## config.mk

```make
export PLATFORM = sky130hd
export DESIGN_NAME = psd_queue
export DESIGN_NICKNAME = d
export VERILOG_FILES = /design/src/rtl/core/psd_pkg.sv /design/src/rtl/core/psd_queue.sv
export SDC_FILE = /design/constraint.sdc
export NUM_CORES = 1
export LEC_CHECK = 0
export BUFFER_PORTS_ARGS = -buffer_cell sky130_fd_sc_hd__buf_2
export CAP_MARGIN = 20
export CORE_MARGIN = 1
export CORE_UTILIZATION = 55
export DETAILED_ROUTE_END_ITERATION = 7
export GPL_ROUTABILITY_DRIVEN = 0
export GPL_TIMING_DRIVEN = 0
export PLACE_DENSITY_LB_ADDON = 0.08
export SLEW_MARGIN = 20
export SYNTH_ARGS = -nofsm -noshare
export SYNTH_HDL_FRONTEND = slang
export SYNTH_SLANG_ARGS = --single-unit
```

## constraint.sdc

```tcl
create_clock -name clk -period 1.7 [get_ports clk]
set_input_delay 0.085 -clock clk [delete_from_list [all_inputs] [get_ports clk]]
set_output_delay 0.085 -clock clk [all_outputs]
set_load 0.01 [all_outputs]
```

## src/rtl/core/psd_pkg.sv

```systemverilog
// ----------------------------------------------------------------------------
// psd_pkg
// Shared types and constants for the point to segment distance block.
// ----------------------------------------------------------------------------
package psd_pkg;

    // Which part of the segment lies nearest to the query point
    typedef enum logic [1:0] {
        CASE_PERP  = 2'd0,
        CASE_END_A = 2'd1,
        CASE_END_B = 2'd2
    } psd_case_t;

    localparam int CASE_BITS = 2;

    // Queue between the classifier and the arithmetic pipeline
    localparam int QUEUE_DEPTH    = 4;
    localparam int QUEUE_PTR_BITS = 2;
    localparam int QUEUE_CNT_BITS = 3;

endpackage

```

## src/rtl/core/psd_queue.sv

```systemverilog
// ----------------------------------------------------------------------------
// psd_queue
// Small first-in first-out queue between the front end and the pipeline.
// ----------------------------------------------------------------------------
module psd_queue #(
    parameter int WIDTH = 8
) (
    input  logic             clk,
    input  logic             rst_n,
    input  logic             push,
    input  logic [WIDTH-1:0] push_data,
    output logic             ready,
    input  logic             pop,
    output logic [WIDTH-1:0] pop_data,
    output logic             empty
);

    logic [WIDTH-1:0] mem [0:psd_pkg::QUEUE_DEPTH-1];
    logic [psd_pkg::QUEUE_PTR_BITS-1:0] wr_ptr_reg, rd_ptr_reg;
    logic [psd_pkg::QUEUE_CNT_BITS-1:0] cnt_reg;
    logic full;

    assign full     = cnt_reg == psd_pkg::QUEUE_CNT_BITS'(psd_pkg::QUEUE_DEPTH);
    assign empty    = cnt_reg == '0;
    assign ready    = !full || pop;
    assign pop_data = mem[rd_ptr_reg];

    // pointers and fill count
    always_ff @(posedge clk or negedge rst_n)
    begin
        if (!rst_n)
        begin
            wr_ptr_reg <= '0;
            rd_ptr_reg <= '0;
            cnt_reg    <= '0;
        end
        else
        begin
            if (push)
                wr_ptr_reg <= wr_ptr_reg + 1'b1;
            if (pop)
                rd_ptr_reg <= rd_ptr_reg + 1'b1;
            if (push && !pop)
                cnt_reg <= cnt_reg + 1'b1;
            else if (pop && !push)
                cnt_reg <= cnt_reg - 1'b1;
        end
    end

    // storage
    always_ff @(posedge clk)
    begin
        if (push)
            mem[wr_ptr_reg] <= push_data;
    end

endmodule

```

==> metrics <==
status=completed; row count=18; syn_nets=95; WL final=between 2 and 2.5 mm; setup violators final=0; Congestion Overflow GR=0; average size of a mapped cell=20.12 sq um; sequential element share of the synthesized area=0.7334; most frequent cell after synthesis=edfxtp_1; fin. max-slew vios=0; nets=between 100 and 150; endpoint class of the critical path=output pin; maximum clock insertion buffer count=2; Die Y=around 55 um; die width=55.07 um; die area=3033 sq um; Rel. slew slack=0.6937; Hold Vio Cnt, Final=0; Slew @ Worst Pin=~0.46 ns; FF+latch count, synth=39; H-tree levels=2; sum of negative setup slack=0 ns; CTS tree=done; clock sink total=39; Yosys top cell area share=0.6204; later-pin clock latency in the skew report=about 0.33 ns; P per Cell Area=1495 nW/um^2; Initial Utilization=0.6033; crit path DAT=roughly 1.5 ns; kind of critical path=reg2out; Mapped Area=1549 sq um; Core Area=2567 sq um; Routed WL per cell=around 15 um; skew final=0.006876 ns; most frequent cells after synthesis=32 x edfxtp_1, 8 x mux4_2, 7 x dfrtp_1, 5 x ha_1; yosys synthesis warning count=0; EDFF count, synth=32; Iter 0 DRT Violations=9; number of flip-flops in the largest register=32; Antenna Nets Post-Route=0; root buf cell=clkbuf_4; synth-to-layout area growth=19.63%; final cell area excluding filler cells=1853 sq um; global-route wire length before repair=roughly 3.6 mm; Port Buffers=21; crit path max fanout=10; flop2flop setup slack=0.27 ns; layout cells sized above 1=0.3362; post-synthesis cell count=77; Via Count=760; vias in the first global route=787; pre-CTS setup slack=0.2630 ns; Setup WS post-layout=0.09439 ns; initial antenna violation count=0; Synth async-reset ratio=0.1795; post-layout minimum cycle time=1.606 ns; Cell Area, Placed=about 1700 sq um; post-route clock period utilization=0.9445; Critical Path Source Type=flip-flop; FMAX=approximately 0.62 GHz; synth top area cells=edfxtp_1 62%, mux4_2 12%, dfrtp_1 11%; Worst-path clk slew=0.10 ns; Hold/Removal Path Class=in2reg; # diodes=0; Peak VDD IR=0.9773 mV; Unique masters post-synth=17; drt pass-1 iters=2; Leakage=approximately 0.70 nW; IO Count=22; Tot GR Track Use=0.1921; ys flop type=edfxtp_1; DR vias/cell=5.205; worst path required time=~1.6 ns; maxcap violations=0; post-CTS setup buffer count=0; pin count of the biggest net entering global routing=12; RSZ-0062 raised after global routing=false; TritonCTS Buffers=5; Post-DP HPWL=1.460 mm; drt drc=0; area leader, netlist=edfxtp_1
==> per-layer routing <==
layer  vias up  track usage  wire (um)
li1        364            -          -
met1       371       0.2299       1010
met2        20       0.3133       1091
met3         5      0.05738         92
met4         0       0.1000         31
met5         -            0          0
==> critical path, cell delays in order (launching register included) <==
cell     delay, ns
dfrtp_1       0.35
buf_6         0.18
mux4_2        0.51
buf_2         0.15
==> cell type report <==
cell class / instances / area [sq um]
plain buffers: 2 / 16.27
clock buffers: 7 / 55.05
clock inverters: 1 / 3.754
fillers: 184 / 714.4
inverters: 4 / 15.01
multi-input cells: 32 / 384.1
flip-flops and latches: 39 / 1136
well taps: 30 / 37.54
repair buffers: 31 / 205.2
==> cell usage in the layout (no fill, tap or decap), drive strengths merged <==
cell type	Yosys	layout
edfxtp	32	32
buf	2	23
dlygate4sd3	0	10
mux4	8	8
dfrtp	7	7
clkbuf	0	7
ha	5	5
inv	4	4
and2	4	4
xor2	4	4
nor2	2	2
xnor2	2	2
nand2	2	2
nor3	1	1
nand3	1	1
mux2	1	1
o21ai	1	1
fa	1	1
clkinv	0	1
==> report_power, final <==
group | switching [mW] | internal, mW | leakage (nW)
clock | 0.273 | 0.198 | 0.0329
sequential | 0.104 | 1.28 | 0.376
combinational | 0.453 | 0.462 | 0.296
total | 0.830 | 1.94 | 0.705
==> through the flow <==
step | instances | util | hold slack [ns] | total power [mW]
after floorplan | 77 | - | -0.2106 | 2.032
after global placement | 128 | 0.6589 | -0.07321 | 2.282
after detailed placement | 128 | 0.6589 | -0.07365 | 2.323
after CTS | 146 | 0.7208 | 0.009962 | 2.800
after global routing | 146 | 0.7217 | 0.03463 | 2.969
final | 146 | 0.7217 | 0.01449 | 2.770
==> logic make-up (layout without fill, tap and decap cells) <==
family,count (synthesis),count (layout),share of synthesized area
fa+ha+maj,6,6,0.05331
flops,39,39,0.7334
compound gates,1,1,0.003228
mux,9,9,0.1236
buf+inv,6,45,0.02019
xor+xnor,6,6,0.03393
simple gates,10,10,0.03231
==> what timing repair did <==
| item | CTS | global route |
|---|---|---|
| endpoints found under the hold margin | 40 | 0 |
| endpoints found under the setup margin | 0 | 1 |
| gates resized for setup | 0 | 1 |
| hold buffers | 10 | 0 |
==> final timing paths <==
check                         startpoint       endpoint  depth (start not counted)
max                        rd_ptr_reg[0]    pop_data[2]                          3
min                                 push  wr_ptr_reg[0]                          2
max reg2reg                wr_ptr_reg[0]      mem[0][6]                          3
min reg2reg                   cnt_reg[2]     cnt_reg[2]                          1
max in group asynchronous          rst_n  wr_ptr_reg[1]                          2
min in group asynchronous          rst_n     cnt_reg[2]                          2
(Power assumes the default switching activity.)
